<file path="src/rtl/ssr_pkg.sv">
// shared constants and types for the streaming substring replace block
`timescale 1ns / 1ps
`default_nettype none

package ssr_pkg;

  localparam int LEN_W     = 4;
  localparam int WORD_W    = 64;
  localparam int CFG_IDX_W = 4;

  localparam int DEF_MAX_PATTERN     = 8;
  localparam int DEF_MAX_REPLACEMENT = 8;

  // register map
  localparam logic [CFG_IDX_W-1:0] REG_PATTERN_BYTES      = 4'd0;
  localparam logic [CFG_IDX_W-1:0] REG_PATTERN_LENGTH     = 4'd1;
  localparam logic [CFG_IDX_W-1:0] REG_REPLACEMENT_BYTES  = 4'd2;
  localparam logic [CFG_IDX_W-1:0] REG_REPLACEMENT_LENGTH = 4'd3;

  // one text byte as it travels from front to back
  typedef struct packed {
    logic [7:0] data;
    logic       last;
  } ssr_item_t;

  // settings seen by the back end
  typedef struct packed {
    logic [LEN_W-1:0]  plen;
    logic [LEN_W-1:0]  rlen;
    logic [WORD_W-1:0] repl;
    logic              clear;
  } ssr_cfg_t;

endpackage

`default_nettype wire

</file>
<file path="src/rtl/ssr_if.sv">
// valid/ready channel interfaces for input, result and configuration
`timescale 1ns / 1ps
`default_nettype none

interface ssr_in_if;
  logic       valid;
  logic       ready;
  logic [7:0] in_byte;
  logic       in_last;

  modport source (output valid, output in_byte, output in_last, input ready);
  modport sink   (input valid, input in_byte, input in_last, output ready);
endinterface

interface ssr_out_if;
  logic       valid;
  logic       ready;
  logic [7:0] out_byte;
  logic       byte_valid;
  logic       out_last;

  modport source (output valid, output out_byte, output byte_valid, output out_last,
                  input ready);
  modport sink   (input valid, input out_byte, input byte_valid, input out_last,
                  output ready);
endinterface

interface ssr_cfg_if;
  import ssr_pkg::*;
  logic                 valid;
  logic                 ready;
  logic [CFG_IDX_W-1:0] reg_index;
  logic [WORD_W-1:0]    wr_data;

  modport source (output valid, output reg_index, output wr_data, input ready);
  modport sink   (input valid, input reg_index, input wr_data, output ready);
endinterface

`default_nettype wire

</file>
<file path="src/rtl/ssr_front.sv">
// front end: accepts text bytes, compares each against every pattern byte, queues them
`timescale 1ns / 1ps
`default_nettype none

module ssr_front #(
  parameter int MAX_PATTERN = ssr_pkg::DEF_MAX_PATTERN
) (
  input  wire                       clk,
  input  wire                       rst_n,
  ssr_in_if.sink                    in_ch,
  input  wire [ssr_pkg::WORD_W-1:0] pattern_bytes,
  output logic                      q_valid,
  output ssr_pkg::ssr_item_t        q_item,
  output logic [MAX_PATTERN-1:0]    q_eq,
  input  wire                       q_pop
);
  import ssr_pkg::*;

  ssr_item_t              item_r [2];
  logic [MAX_PATTERN-1:0] eq_r   [2];
  logic                   wr_ptr_r;
  logic                   rd_ptr_r;
  logic [1:0]             cnt_r;
  logic [MAX_PATTERN-1:0] eq_in;
  logic                   push;

  // per-position byte compare, tagged onto the byte
  always_comb begin
    for (int j = 0; j < MAX_PATTERN; j++) begin
      eq_in[j] = (in_ch.in_byte == pattern_bytes[j*8 +: 8]);
    end
  end

  assign in_ch.ready = (cnt_r != 2'd2);
  assign push        = in_ch.valid && in_ch.ready;
  assign q_valid     = (cnt_r != 2'd0);
  assign q_item      = item_r[rd_ptr_r];
  assign q_eq        = eq_r[rd_ptr_r];

  always_ff @(posedge clk) begin
    if (!rst_n) begin
      wr_ptr_r <= 1'b0;
      rd_ptr_r <= 1'b0;
      cnt_r    <= 2'd0;
    end else begin
      if (push) wr_ptr_r <= ~wr_ptr_r;
      if (q_pop) rd_ptr_r <= ~rd_ptr_r;
      case ({push, q_pop})
        2'b10:   cnt_r <= cnt_r + 2'd1;
        2'b01:   cnt_r <= cnt_r - 2'd1;
        default: cnt_r <= cnt_r;
      endcase
    end
  end

  always_ff @(posedge clk) begin
    if (push) begin
      item_r[wr_ptr_r] <= '{data: in_ch.in_byte, last: in_ch.in_last};
      eq_r[wr_ptr_r]   <= eq_in;
    end
  end

endmodule

`default_nettype wire

</file>
<file path="src/rtl/ssr_back.sv">
// back end: pending buffer, match sequencer, one-result hold stage and output register
`timescale 1ns / 1ps
`default_nettype none

module ssr_back #(
  parameter int MAX_PATTERN     = ssr_pkg::DEF_MAX_PATTERN,
  parameter int MAX_REPLACEMENT = ssr_pkg::DEF_MAX_REPLACEMENT
) (
  input  wire                    clk,
  input  wire                    rst_n,
  input  ssr_pkg::ssr_cfg_t      cfg,
  input  wire                    q_valid,
  input  ssr_pkg::ssr_item_t     q_item,
  input  wire [MAX_PATTERN-1:0]  q_eq,
  output logic                   q_pop,
  ssr_out_if.source              out_ch
);
  import ssr_pkg::*;

  localparam int CNT_W  = $clog2(MAX_PATTERN + 1);
  localparam int IDX_W  = (MAX_PATTERN > 1) ? $clog2(MAX_PATTERN) : 1;
  localparam int RIDX_W = (MAX_REPLACEMENT > 1) ? $clog2(MAX_REPLACEMENT) : 1;

  typedef enum logic [2:0] {
    ST_IDLE = 3'b001,
    ST_SCAN = 3'b010,
    ST_REPL = 3'b100
  } state_t;

  state_t                 state_r, state_nxt;
  logic [7:0]             buf_r [MAX_PATTERN];
  logic [MAX_PATTERN-1:0] eqv_r [MAX_PATTERN];
  logic [CNT_W-1:0]       cnt_r;
  logic                   last_r;
  logic [RIDX_W-1:0]      ridx_r;
  logic                   hold_v_r;
  logic [7:0]             hold_byte_r;
  logic                   out_v_r;
  logic [7:0]             out_byte_r;
  logic                   out_bv_r;
  logic                   out_last_r;

  logic [LEN_W-1:0] cnt_ext;
  logic             prefix_ok;
  logic             full_match;
  logic             wait_more;
  logic             item_done;
  logic             out_free;
  logic             emit_ok;
  logic             do_emit;
  logic             do_shift;
  logic             do_match;
  logic             do_close;
  logic [7:0]       emit_byte;
  logic             out_load;

  assign cnt_ext = LEN_W'(cnt_r);

  // pending bytes still agree with the head of the pattern
  always_comb begin
    prefix_ok = 1'b1;
    for (int i = 0; i < MAX_PATTERN; i++) begin
      if (LEN_W'(i) < cnt_ext && LEN_W'(i) < cfg.plen && !eqv_r[i][i]) prefix_ok = 1'b0;
    end
  end

  assign full_match = (cfg.plen != '0) && (cnt_ext >= cfg.plen) && prefix_ok;
  assign wait_more  = (cfg.plen != '0) && prefix_ok && !last_r && !full_match;
  assign item_done  = (cnt_ext == '0) || wait_more;
  assign out_free   = !out_v_r || out_ch.ready;
  assign emit_ok    = !hold_v_r || out_free;

  always_comb begin
    state_nxt = state_r;
    q_pop     = 1'b0;
    do_emit   = 1'b0;
    do_shift  = 1'b0;
    do_match  = 1'b0;
    do_close  = 1'b0;
    emit_byte = buf_r[0];
    unique case (state_r)
      ST_IDLE: begin
        if (q_valid) begin
          q_pop     = 1'b1;
          state_nxt = ST_SCAN;
        end
      end
      ST_SCAN: begin
        if (item_done) begin
          if (!(hold_v_r || last_r) || out_free) begin
            do_close  = 1'b1;
            state_nxt = ST_IDLE;
          end
        end else if (full_match) begin
          do_match  = 1'b1;
          state_nxt = (cfg.rlen != '0) ? ST_REPL : ST_SCAN;
        end else if (emit_ok) begin
          do_emit  = 1'b1;
          do_shift = 1'b1;
        end
      end
      ST_REPL: begin
        emit_byte = cfg.repl[{ridx_r, 3'b000} +: 8];
        if (emit_ok) begin
          do_emit = 1'b1;
          if (LEN_W'(ridx_r) + LEN_W'(1) == cfg.rlen) state_nxt = ST_SCAN;
        end
      end
      default: state_nxt = ST_IDLE;
    endcase
  end

  // the held result leaves once its successor exists or the item closes
  assign out_load = (do_emit && hold_v_r) || (do_close && (hold_v_r || last_r));

  always_ff @(posedge clk) begin
    if (!rst_n) begin
      state_r  <= ST_IDLE;
      cnt_r    <= '0;
      last_r   <= 1'b0;
      ridx_r   <= '0;
      hold_v_r <= 1'b0;
      out_v_r  <= 1'b0;
    end else begin
      state_r <= state_nxt;
      if (cfg.clear) cnt_r <= '0;
      else if (q_pop) cnt_r <= cnt_r + CNT_W'(1);
      else if (do_match) cnt_r <= '0;
      else if (do_shift) cnt_r <= cnt_r - CNT_W'(1);
      if (q_pop) last_r <= q_item.last;
      if (do_match) ridx_r <= '0;
      else if (do_emit && state_r == ST_REPL) ridx_r <= ridx_r + RIDX_W'(1);
      if (do_emit) hold_v_r <= 1'b1;
      else if (do_close) hold_v_r <= 1'b0;
      if (out_load) out_v_r <= 1'b1;
      else if (out_ch.ready) out_v_r <= 1'b0;
    end
  end

  always_ff @(posedge clk) begin
    if (q_pop) begin
      buf_r[cnt_r[IDX_W-1:0]] <= q_item.data;
      eqv_r[cnt_r[IDX_W-1:0]] <= q_eq;
    end else if (do_shift) begin
      for (int i = 0; i < MAX_PATTERN - 1; i++) begin
        buf_r[i] <= buf_r[i+1];
        eqv_r[i] <= eqv_r[i+1];
      end
    end
    if (do_emit) hold_byte_r <= emit_byte;
    if (out_load) begin
      if (do_close && !hold_v_r) begin
        out_byte_r <= 8'd0;
        out_bv_r   <= 1'b0;
        out_last_r <= 1'b1;
      end else begin
        out_byte_r <= hold_byte_r;
        out_bv_r   <= 1'b1;
        out_last_r <= do_close && last_r;
      end
    end
  end

  assign out_ch.valid      = out_v_r;
  assign out_ch.out_byte   = out_byte_r;
  assign out_ch.byte_valid = out_bv_r;
  assign out_ch.out_last   = out_last_r;

endmodule

`default_nettype wire

</file>
<file path="src/rtl/stream_substring_replace_top.sv">
// top level of the streaming substring replace block
// path: a byte that passes straight through is queued by its input transaction, then
//   popped, scanned into the hold stage and closed into the output register
// sequencing: the back end sequencer works on one popped byte at a time (pop, emits,
//   matches, close), the two-entry front queue takes further bytes; output stalls hold it up
// reset: synchronous, active low; clears control and settings, pending store left stale
`timescale 1ns / 1ps
`default_nettype none

module stream_substring_replace_top #(
  parameter int MAX_PATTERN     = ssr_pkg::DEF_MAX_PATTERN,
  parameter int MAX_REPLACEMENT = ssr_pkg::DEF_MAX_REPLACEMENT
) (
  input  wire        clk,
  input  wire        rst_n,
  ssr_in_if.sink     in_ch,
  ssr_out_if.source  out_ch,
  ssr_cfg_if.sink    cfg_ch
);
  import ssr_pkg::*;

  // settings registers
  logic [WORD_W-1:0] pattern_bytes_r;
  logic [LEN_W-1:0]  pattern_length_r;
  logic [WORD_W-1:0] replacement_bytes_r;
  logic [LEN_W-1:0]  replacement_length_r;
  logic              cfg_hit;
  logic              cfg_wr;

  ssr_cfg_t               cfg;
  logic                   q_valid;
  ssr_item_t              q_item;
  logic [MAX_PATTERN-1:0] q_eq;
  logic                   q_pop;

  // settings are taken every cycle; the user must keep writes between texts, unchecked here
  assign cfg_ch.ready = 1'b1;
  assign cfg_wr       = cfg_ch.valid && cfg_ch.ready;

  // known register index, unknown ones leave everything alone
  always_comb begin
    unique case (cfg_ch.reg_index) inside
      REG_PATTERN_BYTES, REG_PATTERN_LENGTH,
      REG_REPLACEMENT_BYTES, REG_REPLACEMENT_LENGTH: cfg_hit = 1'b1;
      default:                                       cfg_hit = 1'b0;
    endcase
  end

  always_ff @(posedge clk) begin
    if (!rst_n) begin
      pattern_bytes_r      <= '0;
      pattern_length_r     <= '0;
      replacement_bytes_r  <= '0;
      replacement_length_r <= '0;
    end else if (cfg_wr) begin
      unique case (cfg_ch.reg_index)
        REG_PATTERN_BYTES:      pattern_bytes_r      <= cfg_ch.wr_data;
        REG_PATTERN_LENGTH:     pattern_length_r     <= cfg_ch.wr_data[LEN_W-1:0];
        REG_REPLACEMENT_BYTES:  replacement_bytes_r  <= cfg_ch.wr_data;
        REG_REPLACEMENT_LENGTH: replacement_length_r <= cfg_ch.wr_data[LEN_W-1:0];
        default: ;
      endcase
    end
  end

  // oversized lengths saturate at the buffer sizes; any known write drops pending bytes
  assign cfg.plen  = (pattern_length_r > LEN_W'(MAX_PATTERN)) ?
                     LEN_W'(MAX_PATTERN) : pattern_length_r;
  assign cfg.rlen  = (replacement_length_r > LEN_W'(MAX_REPLACEMENT)) ?
                     LEN_W'(MAX_REPLACEMENT) : replacement_length_r;
  assign cfg.repl  = replacement_bytes_r;
  assign cfg.clear = cfg_wr && cfg_hit;

  // front: classify each byte against the pattern and queue it
  ssr_front #(
    .MAX_PATTERN (MAX_PATTERN)
  ) u_front (
    .clk           (clk),
    .rst_n         (rst_n),
    .in_ch         (in_ch),
    .pattern_bytes (pattern_bytes_r),
    .q_valid       (q_valid),
    .q_item        (q_item),
    .q_eq          (q_eq),
    .q_pop         (q_pop)
  );

  // back: match, replace, flush and deliver results
  ssr_back #(
    .MAX_PATTERN     (MAX_PATTERN),
    .MAX_REPLACEMENT (MAX_REPLACEMENT)
  ) u_back (
    .clk     (clk),
    .rst_n   (rst_n),
    .cfg     (cfg),
    .q_valid (q_valid),
    .q_item  (q_item),
    .q_eq    (q_eq),
    .q_pop   (q_pop),
    .out_ch  (out_ch)
  );

endmodule

`default_nettype wire

</file>
<file path="src/flat_wrapper.sv">
// flat-port wrapper written by rule: the top's interface ports become plain ports
module stream_substring_replace_top_flat import ssr_pkg::*;
#(
  parameter int MAX_PATTERN     = ssr_pkg::DEF_MAX_PATTERN,
  parameter int MAX_REPLACEMENT = ssr_pkg::DEF_MAX_REPLACEMENT
)
  (clk, rst_n, in_ch_valid, in_ch_in_byte, in_ch_in_last, in_ch_ready, out_ch_valid, out_ch_out_byte, out_ch_byte_valid, out_ch_out_last, out_ch_ready, cfg_ch_valid, cfg_ch_reg_index, cfg_ch_wr_data, cfg_ch_ready);
  ssr_in_if in_ch_i ();
  ssr_out_if out_ch_i ();
  ssr_cfg_if cfg_ch_i ();
  input  wire clk;
  input  wire rst_n;
  input wire logic [$bits(in_ch_i.valid)-1:0] in_ch_valid;
  input wire logic [$bits(in_ch_i.in_byte)-1:0] in_ch_in_byte;
  input wire logic [$bits(in_ch_i.in_last)-1:0] in_ch_in_last;
  output wire logic [$bits(in_ch_i.ready)-1:0] in_ch_ready;
  output wire logic [$bits(out_ch_i.valid)-1:0] out_ch_valid;
  output wire logic [$bits(out_ch_i.out_byte)-1:0] out_ch_out_byte;
  output wire logic [$bits(out_ch_i.byte_valid)-1:0] out_ch_byte_valid;
  output wire logic [$bits(out_ch_i.out_last)-1:0] out_ch_out_last;
  input wire logic [$bits(out_ch_i.ready)-1:0] out_ch_ready;
  input wire logic [$bits(cfg_ch_i.valid)-1:0] cfg_ch_valid;
  input wire logic [$bits(cfg_ch_i.reg_index)-1:0] cfg_ch_reg_index;
  input wire logic [$bits(cfg_ch_i.wr_data)-1:0] cfg_ch_wr_data;
  output wire logic [$bits(cfg_ch_i.ready)-1:0] cfg_ch_ready;
  assign in_ch_i.valid = in_ch_valid;
  assign in_ch_i.in_byte = in_ch_in_byte;
  assign in_ch_i.in_last = in_ch_in_last;
  assign in_ch_ready = in_ch_i.ready;
  assign out_ch_valid = out_ch_i.valid;
  assign out_ch_out_byte = out_ch_i.out_byte;
  assign out_ch_byte_valid = out_ch_i.byte_valid;
  assign out_ch_out_last = out_ch_i.out_last;
  assign out_ch_i.ready = out_ch_ready;
  assign cfg_ch_i.valid = cfg_ch_valid;
  assign cfg_ch_i.reg_index = cfg_ch_reg_index;
  assign cfg_ch_i.wr_data = cfg_ch_wr_data;
  assign cfg_ch_ready = cfg_ch_i.ready;
  stream_substring_replace_top #(.MAX_PATTERN(MAX_PATTERN), .MAX_REPLACEMENT(MAX_REPLACEMENT)) u_core (.clk(clk), .rst_n(rst_n), .in_ch(in_ch_i), .out_ch(out_ch_i), .cfg_ch(cfg_ch_i));
endmodule
</file>
<file path="config.mk">
export PLATFORM = sky130hd
export DESIGN_NAME = stream_substring_replace_top_flat
export DESIGN_NICKNAME = d
export VERILOG_FILES = /design/src/rtl/ssr_pkg.sv /design/src/rtl/ssr_if.sv /design/src/rtl/ssr_front.sv /design/src/rtl/ssr_back.sv /design/src/rtl/stream_substring_replace_top.sv /design/src/flat_wrapper.sv
export SDC_FILE = /design/constraint.sdc
export NUM_CORES = 1
export LEC_CHECK = 0
export ABC_CLOCK_PERIOD_IN_PS = 6440
export BUFFER_PORTS_ARGS = -buffer_cell sky130_fd_sc_hd__buf_2
export CAP_MARGIN = 20
export CORE_UTILIZATION = 25
export DETAILED_ROUTE_END_ITERATION = 12
export PLACE_DENSITY_LB_ADDON = 0.05
export SLEW_MARGIN = 20
export SYNTH_ARGS = -nofsm -noshare
export SYNTH_HDL_FRONTEND = slang
export SYNTH_HIERARCHICAL = 1
export SYNTH_SLANG_ARGS = --single-unit
</file>
<file path="constraint.sdc">
create_clock -name clk -period 6.44 [get_ports clk]
set_input_delay 0.966 -clock clk [delete_from_list [all_inputs] [get_ports clk]]
set_output_delay 0.966 -clock clk [all_outputs]
set_load 0.02 [all_outputs]
</file>
==> reports/qor.yml, run 1 <==
synth:
  synth-edff-count: 153
  yosysSeqAreaShare: 0.559
  postSynthNetCount: 1341
  netlist_top_cells_area: "edfxtp_1 33%, dfxtp_1 22%, nand2_1 11%, mux2i_1 11%, xnor2_1 4.7%"
  yosysWarnings: 6
  postSynth.asyncResetShare: 0
  synth_cell_type_count: 70
  netlist_area_sq_um: 13700
  syn_area_per_cell_sq_um: 11.0
  yosys.area.top_type: "edfxtp_1"
  postSynthCellCount: 1249
  synth-seq-cells: 307
  yosys.area.top_type_share: 0.334
  synth_flop_cell: "dfxtp_1"
setup_path:
  critPathLaunchType: "register"
  cpPeakStageDelay_ns: 0.84
  endpoint_kind: "register"
  arrival_ns: 3.95
  crit_required_ns: 6.58
  worstPathMaxFanout: 23
  crit_type: "register to register"
  r2r_slack_ns: 2.62
  slowest_stage: "a21o_1"
  path_cells: "inv_1, ha_1, nor3b_2, o22ai_1, nor3_2, and3_1, a21o_1, nand2_1"
  r2r-start: "u_core/u_back/cnt_ext[1]$_SDFFE_PP0P_"
  r2r-end: "u_core/u_back/buf_r[3][2]$_DFFE_PP_"
  reg2regPathDepth: 8
place:
  dpl.hpwl_um: 27300
  dp_slack_ns: 2.43
  gp_congestion: 0.732
  io_buffers: 93
cts:
  cts_sinks: 307
  numCtsBuffers: 39
  tritoncts: "built"
  h-tree-depth: 2
  clk_latency_ns: 0.56
  postCtsSetupBuffers: 0
  cts_root_buf: "clkbuf_16"
  cts_resized: 0
  ctsHoldBuffers: 0
  cts_buffer_depth: 3
  clk_pin_slew_ns: 0.06
route:
  first_pass_iters: 5
  drc: 0
  wl_per_cell_um: 19.8
  drtAntennaViolNets: 0
  drt-total-wl_um: 40500
  avgViaCountPerCell: 4.42
  drt-initial-drc-count: 502
  vias: 9034
min_path:
  holdPathEnd: "u_core/replacement_bytes_r[55]$_SDFFE_PN0P_"
  hp-class: "register to register"
  hp-start: "u_core/replacement_bytes_r[55]$_SDFFE_PN0P_"
  whs_path_depth: 2
run_status:
  outcome: "completed"
sta:
  relSlewSlack: 0.274
  finalSetupViolations: 0
  finalSetupTns_ns: 0
  skew_ns: 0.0276
  final_max_slew_viol_count: 0
  hold_viol_final: 0
  fin_crit_ns: 3.82
  tightest_slew_ns: 1.09
  setup_slack_ns: 2.62
  rsz0062_at_grt: "no"
  max_freq_ghz: 0.262
  post-route-period-util: 0.593
floorplanning:
  die_width_um: 236
  num_rows: 85
  start_util: 0.254
  fp.coreArea_sq_um: 54000
  io_pins: 95
  fp.dieArea_sq_um: 55900
  die_y_um: 236
global_routing:
  grt_pass1_wl_um: 60400
  overflow: 0
  grtUsageTotal: 0.146
  grt_pass1_vias: 9234
  grt_max_degree: 190
  antenna_found_initial: 0
finish:
  fin_util: 0.296
  regArea_sq_um: 7680
  multi_input_area_sq_um: 5580
  final_nets: 1414
  drive_above_1_share: 0.166
  area_growth_pct: 16.3
  nFillCells: 5653
  mostFrequentLayoutCells: "404 x nand2_1, 154 x dfxtp_1, 153 x edfxtp_1, 145 x mux2i_1, 92 x buf_2"
  num_antenna_cells: 0
  final_common_cell: "nand2_1"
power:
  clkPwrFrac: 0.411
  pwr-share-comb: 0.131
  p_leak_uw: 0.00596
  pwr-share-seq: 0.458
  p_sw_frac: 0.271
  irDropWorstVdd_mv: 0.139
  internal_power_uw: 3730
  p_sw_uw: 1390
  p_per_area_nw_per_um2: 321
run:
  maxCapViolations: 0
worst max-delay path by stage:
stage	start	to	slack, ns	cells past startpoint
finish	u_core/u_back/cnt_ext[1]$_SDFFE_PP0P_	u_core/u_back/buf_r[3][2]$_DFFE_PP_	2.62	8
global route	u_core/u_back/cnt_ext[1]$_SDFFE_PP0P_	u_core/u_back/buf_r[3][2]$_DFFE_PP_	2.28	8
CTS	u_core/pattern_length_r[3]$_SDFFE_PN0P_	u_core/u_back/buf_r[2][1]$_DFFE_PP_	2.45	7
detailed placement	u_core/pattern_length_r[3]$_SDFFE_PN0P_	u_core/u_back/buf_r[2][1]$_DFFE_PP_	2.43	7
global placement	u_core/pattern_length_r[3]$_SDFFE_PN0P_	u_core/u_back/eqv_r[6][1]$_DFFE_PP_	2.44	7
floorplan	u_core/u_back/cnt_ext[1]$_SDFFE_PP0P_	u_core/u_back/buf_r[6][0]$_DFFE_PP_	3.18	10
cell type report:
cell class / instances / area share
timing repair buffer: 107 / 0.0369
sequential: 307 / 0.480
inverter: 9 / 0.00211
multi-input combinational: 858 / 0.349
tap: 696 / 0.0545
clock buffer: 62 / 0.0734
clock inverter: 7 / 0.00337
kinds of logic (layout without fill, tap and decap cells):
family / count (synthesis) / after routing / share of synthesized area
simple gates: 532 / 532 / 0.167
compound gates: 61 / 61 / 0.0330
xor+xnor: 76 / 76 / 0.0485
mux: 178 / 178 / 0.146
flops: 307 / 307 / 0.559
buf+inv: 84 / 185 / 0.0372
other cells: 1 / 1 / 0.000273
fa+ha+maj: 10 / 10 / 0.00911
per-layer routing:
| metal | share of wire | vias to the layer above | track usage |
|---|---|---|---|
| met4 | 0.017 | 0 | 0.0374 |
| met5 | 0 | - | 0 |
| met2 | 0.47 | 131 | 0.242 |
| met1 | 0.47 | 4423 | 0.196 |
| li1 | - | 4430 | - |
| met3 | 0.036 | 50 | 0.0264 |
worst max-delay path: cells and delay by family, from the launching register on:
kind / cells / cell delay [ns]
adders and majority gates: 1 / 0.26
AOI/OAI and AO/OA: 2 / 1.00
DFF: 1 / 0.42
and+or+nand+nor: 4 / 1.51
buffers and inverters: 1 / 0.18
state kept, by name (all words and copies together) (netlist names), 8 cells and up, named ones only:
name,flops
u_core/pattern_bytes_r,64
u_core/replacement_bytes_r,64
u_core/u_back/buf_r,64
u_core/u_back/eqv_r,37
u_core/u_back/hold_byte_r,8
u_core/u_back/out_ch.out_byte,8
u_core/u_front/eq_r,16
u_core/u_front/item_r,18
cell usage after synthesis, drive strengths merged, types with 7 or more instances:
cell,n
nand2,411
dfxtp,154
edfxtp,153
mux2i,145
xnor2,73
buf,41
clkbuf,34
nor2,30
nand4,21
a21oi,19
mux2,17
mux4,16
and2,14
nand3,12
ha,10
inv,9
o21ai,8
nand2b,7
nor2b,7
per-stage QoR:
stage          power, uW  std cells  hold slack (ns)  instance area (sq um)
6_report            5120       2046            0.455                  16000
4_1_cts             5250       2045            0.459                  16000
3_3_place_gp        3090       1976            0.445                  14700
2_1_floorplan       2800       1249            0.430                  13700
5_1_grt             5390       2046            0.469                  16000
3_5_place_dp        3080       1976            0.451                  14700
power by group through the flow:
| stage | clock, uW | sequential [uW] | combinational, uW |
|---|---|---|---|
| 5_1_grt | 2270 | 2360 | 757 |
| 3_5_place_dp | 0 | 2390 | 689 |
| 4_1_cts | 2200 | 2350 | 694 |
| 3_3_place_gp | 0 | 2400 | 692 |
| 6_report | 2110 | 2350 | 670 |
| 2_1_floorplan | 0 | 2330 | 467 |
Note: power is estimated with default switching activity, not from simulation.
==> run 2, diff against run 1 <==
- ABC_AREA: not set -> 1
- ABC_CLOCK_PERIOD_IN_PS: 6440 -> 3100
- clock period: 6.44 -> 3.1 ns (I/O delays scaled with it)
==> run 2 against run 1 <==
Global-route usage grew 1.4 points. Largest power group unchanged. Via count is 38% higher. Clock skew fell by 0.012 ns. Largest cell class unchanged. Final area up 14%. Die area rose by 13%. Flip-flop and latch count stayed put. Clock power grew 130%.
==> reports/qor.yml, run 2 <==
setup_path:
  arrival_ns: 3.00  # -0.95 ns
  worstPathMaxFanout: 14  # -39%
  endpoint_kind: "register"
  crit_required_ns: 3.36  # -3.22 ns
  crit_type: "register to register"
  critPathLaunchType: "register"
synth:
  synth_common_cells: "685 x nand2_1, 315 x inv_1, 314 x nor2_1"
  synth_flop_cell: "dfxtp_1"
  yosysSeqAreaShare: 0.493  # -0.0660
  netlist_area_sq_um: 15600  # +13%
  netlist_top_cells_area: "edfxtp_1 29%, dfxtp_1 20%, nand2_1 17%, inv_1 7.6%, nor2_1 7.6%"
  postSynthCellCount: 2049  # +64%
  yosys.area.top_type: "edfxtp_1"
  synth-edff-count: 153  # unchanged
  synth_cell_type_count: 44  # -37%
  postSynthNetCount: 2141  # +60%
  syn_area_per_cell_sq_um: 7.60  # -31%
  synth-seq-cells: 307  # unchanged
  yosysWarnings: 6  # unchanged
  postSynth.asyncResetShare: 0  # unchanged
  synth.most_common_cell: "nand2_1"
  yosys.area.top_type_share: 0.295  # -0.0395
place:
  gp_congestion: 0.770  # +5.1%
  io_buffers: 93  # unchanged
  place_area_sq_um: 16700  # +14%
  dpl.hpwl_um: 34400  # +26%
global_routing:
  grt_max_degree: 113  # -41%
  grt_pass1_wl_um: 76700  # +27%
  overflow: 0  # unchanged
  grt_use_met3: 0.0235  # -0.00293
  antenna_found_initial: 2  # +2
  grt_pass1_vias: 12400  # +35%
  met2_usage: 0.277  # +0.0346
  top_usage_layer: "met2"
  met1_usage: 0.210  # +0.0141
  grtUsageTotal: 0.161  # +0.0145
sta:
  hold_viol_final: 0  # unchanged
  rsz0062_at_grt: "no"
  finalSetupViolations: 0  # unchanged
  fin_crit_ns: 2.74  # -1.08 ns
  max_freq_ghz: 0.365  # +39%
  post-route-period-util: 0.884  # +0.291
  finalSetupTns_ns: 0  # unchanged
  skew_ns: 0.0151  # -0.0124 ns
  final_max_slew_viol_count: 0  # unchanged
  tightest_slew_ns: 0.851  # -0.238 ns
  relSlewSlack: 0.433  # +0.159
cts:
  tritoncts: "built"
  cts_sinks: 307  # unchanged
  cts_root_buf: "clkbuf_16"
  h-tree-depth: 2  # unchanged
  numCtsBuffers: 42  # +7.7%
  clk_pin_slew_ns: 0.06  # about the same
  ctsHoldBuffers: 0  # unchanged
  clk_latency_ns: 0.58  # +0.02 ns
  cts_buffer_depth: 3  # unchanged
route:
  wl_per_cell_um: 16.9  # -15%
  drt-total-wl_um: 50400  # +24%
  drt-initial-drc-count: 558  # +11%
  first_pass_iters: 5  # unchanged
  drc: 0  # unchanged
  drtAntennaViolNets: 0  # unchanged
  vias: 12500  # +38%
  avgViaCountPerCell: 4.18  # -5.4%
finish:
  area_growth_pct: 16.6
  multi_input_area_sq_um: 5940  # +6.4%
  final_nets: 2210  # +56%
  regArea_sq_um: 7680  # unchanged
  largestRegisters: "u_core/pattern_bytes_r: 64 flops, u_core/replacement_bytes_r: 64 flops, u_core/u_back/buf_r: 64 flops"
  final_common_cell: "nand2_1"
  mostFrequentLayoutCells: "684 x nand2_1, 315 x inv_1, 314 x nor2_1, 154 x dfxtp_1, 153 x edfxtp_1"
  drive_above_1_share: 0.112  # -0.0539
  final_cell_area_sq_um: 18200  # +14%
  nFillCells: 6717  # +19%
power:
  pwr-share-comb: 0.205  # +0.074
  irDropWorstVdd_mv: 0.404  # +190%
  pwr-share-seq: 0.407  # -0.051
  clkPwrFrac: 0.389  # -0.022
  p_leak_uw: 0.00795  # +33%
  p_sw_uw: 3860  # +180%
  p_per_area_nw_per_um2: 688  # +110%
  p_sw_frac: 0.309  # +0.0381
  internal_power_uw: 8620  # +130%
min_path:
  hp-class: "primary input to register"
floorplanning:
  die_width_um: 252  # +6.4%
  start_util: 0.253  # -0.00139
  fp.coreArea_sq_um: 61600  # +14%
  fp.dieArea_sq_um: 63300  # +13%
  die_y_um: 252  # +6.4%
  num_rows: 91  # +7.1%
  io_pins: 95  # unchanged
run:
  maxCapViolations: 0  # unchanged
run_status:
  outcome: "completed"
[run 2: path summary, 6_finish.rpt]
check | startpoint | endpoint | slack [ns] | depth (start not counted)
worst max-delay path | u_core/pattern_length_r[2]$_SDFFE_PN0P_ | u_core/u_back/buf_r[5][7]$_DFFE_PP_ | 0.36 | 15
worst min-delay path | in_ch_in_last | u_core/u_front/item_r[0][0]$_DFFE_PP_ | 0.14 | 1
worst max register to register | u_core/pattern_length_r[2]$_SDFFE_PN0P_ | u_core/u_back/buf_r[5][7]$_DFFE_PP_ | 0.36 | 15
worst min register to register | u_core/replacement_bytes_r[36]$_SDFFE_PN0P_ | u_core/replacement_bytes_r[36]$_SDFFE_PN0P_ | 0.48 | 2
[run 2: layer usage]
layer | wire, um | share of wire
met1 | 23600 | 0.47
met2 | 24500 | 0.49
met3 | 1540 | 0.031
met5 | 13 | 0.00026
met4 | 805 | 0.016
[run 2: power groups by stage]
| stage | clock [uW] | combinational (uW) | sequential, uW |
|---|---|---|---|
| 2_1_floorplan | 0 | 1800 | 5080 |
| 3_3_place_gp | 0 | 2590 | 5180 |
| 3_5_place_dp | 0 | 2610 | 5180 |
| 4_1_cts | 5050 | 2610 | 5100 |
| 5_1_grt | 5190 | 2930 | 5120 |
| 6_report | 4850 | 2550 | 5080 |
[run 2: cells by family after synthesis]
family	after synthesis	share of synthesized area
multiplexers	29	0.0224
adder cells (fa/ha/maj)	10	0.00803
AO/OA/AOI/OAI	72	0.0276
buffers and inverters	435	0.127
AND/OR/NAND/NOR	1190	0.319
other	1	0.000241
XOR/XNOR	5	0.00281
flip-flops	307	0.493
[run 2: final cells by class]
class	instances	share of cell area
Clock buffer	56	0.0619
Tap cell	837	0.0577
Inverter	328	0.0686
Clock inverter	21	0.0136
Timing Repair Buffer	132	0.0484
Antenna cell	1	0.000138
Multi-Input combinational cell	1307	0.327
Sequential cell	307	0.423
[run 2: worst max-delay path, cell delays in order (launching register included)]
cell and delay [ns]:
dfxtp_1 0.30, inv_1 0.07, nand3_1 0.08, a21oi_1 0.24, inv_1 0.10, ha_1 0.33, inv_1 0.06, nor2_1 0.03
o21ai_0 0.13, nand3_1 0.12, nand3_2 0.14, nand4_4 0.19, inv_2 0.14, a21oi_1 0.06, a21oi_1 0.18, buf_6 0.25
[run 2: through the flow]
stage                util  power, uW  cells  hold WS [ns]  setup slack [ns]
detailed placement  0.272       7790   2906         0.466             0.211
finish              0.295      12500   2989         0.144             0.359
floorplan               -       6880   2049         0.449            0.0478
global placement    0.272       7770   2906         0.460             0.184
global route        0.295      13200   2988        0.0947           0.00747
CTS                 0.294      12800   2983        0.0857             0.184
[run 2: repair_timing]
action	CTS	global route
endpoints found under the hold margin	0	0
endpoints found under the setup margin	0	24
setup buffers	0	5
gates resized for setup	0	2
==> run 3, diff against run 2 <==
- ABC_CLOCK_PERIOD_IN_PS: 3100 -> not set
- SYNTH_HIERARCHICAL: 1 -> not set
==> run 3 against run 2 <==
Maximum frequency is 4.8% lower. Critical path depth down 4. Sequential share of layout area rose by 5.9 points. Synthesized cell count fell by 28%. Wire length fell by 11%. Worst hold slack got worse by 0.0053 ns. Clock skew grew 0.0037 ns. Critical path type unchanged. Largest cell class unchanged.
==> reports/qor.yml, run 3 <==
floorplanning:
  fp.coreArea_sq_um: 52600  # -15%
  die_y_um: 233  # -7.5%
  io_pins: 95  # unchanged
  die_width_um: 233  # -7.5%
  num_rows: 84  # -7.7%
  start_util: 0.253  # +0.000301
  fp.dieArea_sq_um: 54100  # -14%
place:
  gp_congestion: 0.771  # +0.14%
  dp_slack_ns: 0.221  # +0.0104 ns
  dp.cells: 2212  # -24%
  io_buffers: 93  # unchanged
  dpl.hpwl_um: 30400  # -12%
cts:
  cts_buffer_depth: 3  # unchanged
  h-tree-depth: 2  # unchanged
  tritoncts: "built"
  clk_latency_ns: 0.56  # -0.02 ns
  cts_root_buf: "clkbuf_16"
  postCtsSetupBuffers: 0  # unchanged
  cts_resized: 0  # unchanged
  numCtsBuffers: 41  # -2.4%
  clk_pin_slew_ns: 0.06  # about the same
  cts_sinks: 307  # unchanged
  ctsHoldBuffers: 0  # unchanged
sta:
  post-route-period-util: 0.929  # +0.0448
  skew_ns: 0.0188  # +0.00368 ns
  relSlewSlack: 0.370  # -0.0625
  finalSetupViolations: 0  # unchanged
  setup_slack_ns: 0.220  # -0.139 ns
  fin_crit_ns: 2.88  # +0.139 ns
  finalSetupTns_ns: 0  # unchanged
  hold_viol_final: 0  # unchanged
  rsz0062_at_grt: "no"
  tightest_slew_ns: 0.942  # +0.0908 ns
  final_max_slew_viol_count: 0  # unchanged
  max_freq_ghz: 0.347  # -4.8%
  timing.hold.ws_ns: 0.139  # -0.00534 ns
synth:
  synth.most_common_cell: "nand2_1"
  yosysWarnings: 0  # -6
  synth_common_cells: "321 x nand2_1, 211 x nor2_1, 154 x dfxtp_1"
  yosysSeqAreaShare: 0.577  # +0.0842
  netlist_area_sq_um: 13300  # -15%
  postSynthNetCount: 1569  # -27%
  synth-seq-cells: 307  # unchanged
  postSynth.asyncResetShare: 0  # unchanged
  syn_area_per_cell_sq_um: 9.01  # +19%
  synth_cell_type_count: 39  # -11%
  netlist_top_cells_area: "edfxtp_1 35%, dfxtp_1 23%, nand2_1 9.1%, nor2_1 6.0%, o21ai_0 4.7%"
  synth_flop_cell: "dfxtp_1"
  yosys.area.top_type_share: 0.345  # +0.0504
  postSynthCellCount: 1476  # -28%
  synth-edff-count: 153  # unchanged
  yosys.area.top_type: "edfxtp_1"
setup_path:
  cp.depth: 11  # -4
  worstSetupEndpoint: "u_core.u_back.eqv_r[2][2]$_DFFE_PP_"
  slowest_stage: "dfxtp_1"
  path_cells: "ha_1, nand4_1, nand3_1, nor2_1, nand3_4, nand2_2, nor2_8, inv_4, nand3_1, o21ai_0, buf_4"
  r2r_slack_ns: 0.22  # -0.14 ns
  crit_type: "register to register"
  critPathLaunch: "u_core.u_back.cnt_ext[2]$_SDFFE_PP0P_"
  cp_common_cell: "nand3_1"
  r2r-start: "u_core.u_back.cnt_ext[2]$_SDFFE_PP0P_"
  crit_required_ns: 3.34  # -0.02 ns
  endpoint_kind: "register"
  arrival_ns: 3.12  # +0.12 ns
  cpPeakStageDelay_ns: 0.60  # +0.27 ns
  path_delay_family: "simple AND/OR/NAND/NOR gates"
  reg2regPathDepth: 11  # -4
  worstPathMaxFanout: 27  # +13
  r2r-end: "u_core.u_back.eqv_r[2][2]$_DFFE_PP_"
  cp.buffers_inverters: 2  # -3
  critPathLaunchType: "register"
finish:
  num_antenna_cells: 0  # -1
  final_nets: 1660  # -25%
  largestRegisters: "u_core.pattern_bytes_r: 64 flops, u_core.replacement_bytes_r: 64 flops, u_core.u_back.buf_r: 64 flops"
  drive_above_1_share: 0.150  # +0.0383
  fin_cells: 2278  # -24%
  mostFrequentLayoutCells: "320 x nand2_1, 210 x nor2_1, 154 x dfxtp_1, 153 x edfxtp_1, 124 x o21ai_0"
  area_growth_pct: 19.8
  nFillCells: 5639  # -16%
  regArea_sq_um: 7680  # unchanged
  final_common_cell: "nand2_1"
  multi_input_area_sq_um: 4970  # -16%
route:
  avgViaCountPerCell: 4.48  # +7.3%
  drc: 0  # unchanged
  drt-total-wl_um: 44700  # -11%
  first_pass_iters: 4  # -1
  drtAntennaViolNets: 0  # unchanged
  vias: 10200  # -18%
  drt-initial-drc-count: 570  # +2.2%
  wl_per_cell_um: 19.6  # +16%
min_path:
  hp-class: "primary input to register"
  hp-start: "in_ch_in_last"
  whs_path_depth: 1  # unchanged
power:
  irDropWorstVdd_mv: 0.339  # -16%
  internal_power_uw: 8580  # -0.43%
  p_sw_uw: 3710  # -4.0%
  pwr-share-comb: 0.190  # -0.015
  p_leak_uw: 0.00608  # -23%
  pwr-share-seq: 0.425  # +0.018
  p_per_area_nw_per_um2: 771  # +12%
  clkPwrFrac: 0.385  # -0.004
  p_sw_frac: 0.302  # -0.00781
global_routing:
  antenna_found_initial: 0  # -2
  grtUsageTotal: 0.167  # +0.00644
  grt_max_degree: 65  # -42%
  grt_pass1_vias: 10100  # -19%
  grt_pass1_wl_um: 66500  # -13%
  overflow: 0  # unchanged
run_status:
  outcome: "completed"
run:
  maxCapViolations: 0  # unchanged
## run 3: changes by cell type after synthesis, moves of 50 or more
| cell | before | now |
|---|---|---|
| clkbuf_1 | 9 | 67 |
| nor2_1 | 314 | 211 |
| nand3_1 | 27 | 77 |
| nand2_1 | 685 | 321 |
| xnor2_1 | 1 | 51 |
| nand4_1 | 137 | 19 |
| inv_1 | 315 | 63 |
| a21oi_1 | 18 | 97 |
| o21ai_0 | 33 | 126 |
## run 3: worst min path at each step
stage                                                 end  slack [ns]
global route        u_core.u_front.item_r[1][0]$_DFFE_PP_        0.11
global placement                                 register        0.44
CTS                 u_core.u_front.item_r[1][0]$_DFFE_PP_         0.1
finish              u_core.u_front.item_r[1][0]$_DFFE_PP_        0.14
floorplan                                        register        0.43
detailed placement                               register        0.44
## run 3: cell type report
cell class	instances	share of cell area
Clock inverter	7	0.00714
Inverter	80	0.0190
Timing Repair Buffer	133	0.0504
Clock buffer	59	0.0757
Multi-Input combinational cell	1004	0.312
Tap cell	688	0.0540
Sequential cell	307	0.482
## run 3: power groups by stage
| stage | Sequential, uW | Combinational [uW] | Clock (uW) |
|---|---|---|---|
| 3_3_place_gp | 5320 | 2400 | 0 |
| 4_1_cts | 5240 | 2410 | 4900 |
| 3_5_place_dp | 5320 | 2400 | 0 |
| 5_1_grt | 5260 | 2650 | 5030 |
| 6_report | 5220 | 2340 | 4740 |
| 2_1_floorplan | 5150 | 1580 | 0 |
## run 3: logic make-up (layout without fill, tap and decap cells)
group                      after synthesis  in the layout  share of synthesized area
AOI/OAI and AO/OA                      260            260                      0.108
xor gates and xnor gates                62             62                     0.0408
adders and majority gates               11             11                     0.0103
buffers and inverters                  165            279                     0.0507
DFF                                    307            307                      0.577
muxes                                    6              6                    0.00451
other                                    1              1                   0.000282
and+or+nand+nor                        664            664                      0.208
## run 3: stage by stage
| step | utilization | power, uW | cell area, sq um |
|---|---|---|---|
| after floorplan | - | 6720 | 13300 |
| after global placement | 0.278 | 7720 | 14600 |
| after detailed placement | 0.278 | 7720 | 14600 |
| after CTS | 0.303 | 12500 | 15900 |
| after global routing | 0.303 | 12900 | 15900 |
| final | 0.303 | 12300 | 15900 |
## run 3: layer usage
layer,global-route usage,wire [um]
met1,0.234,22100
met2,0.269,20400
met3,0.0277,1510
met4,0.0368,628
met5,0,0
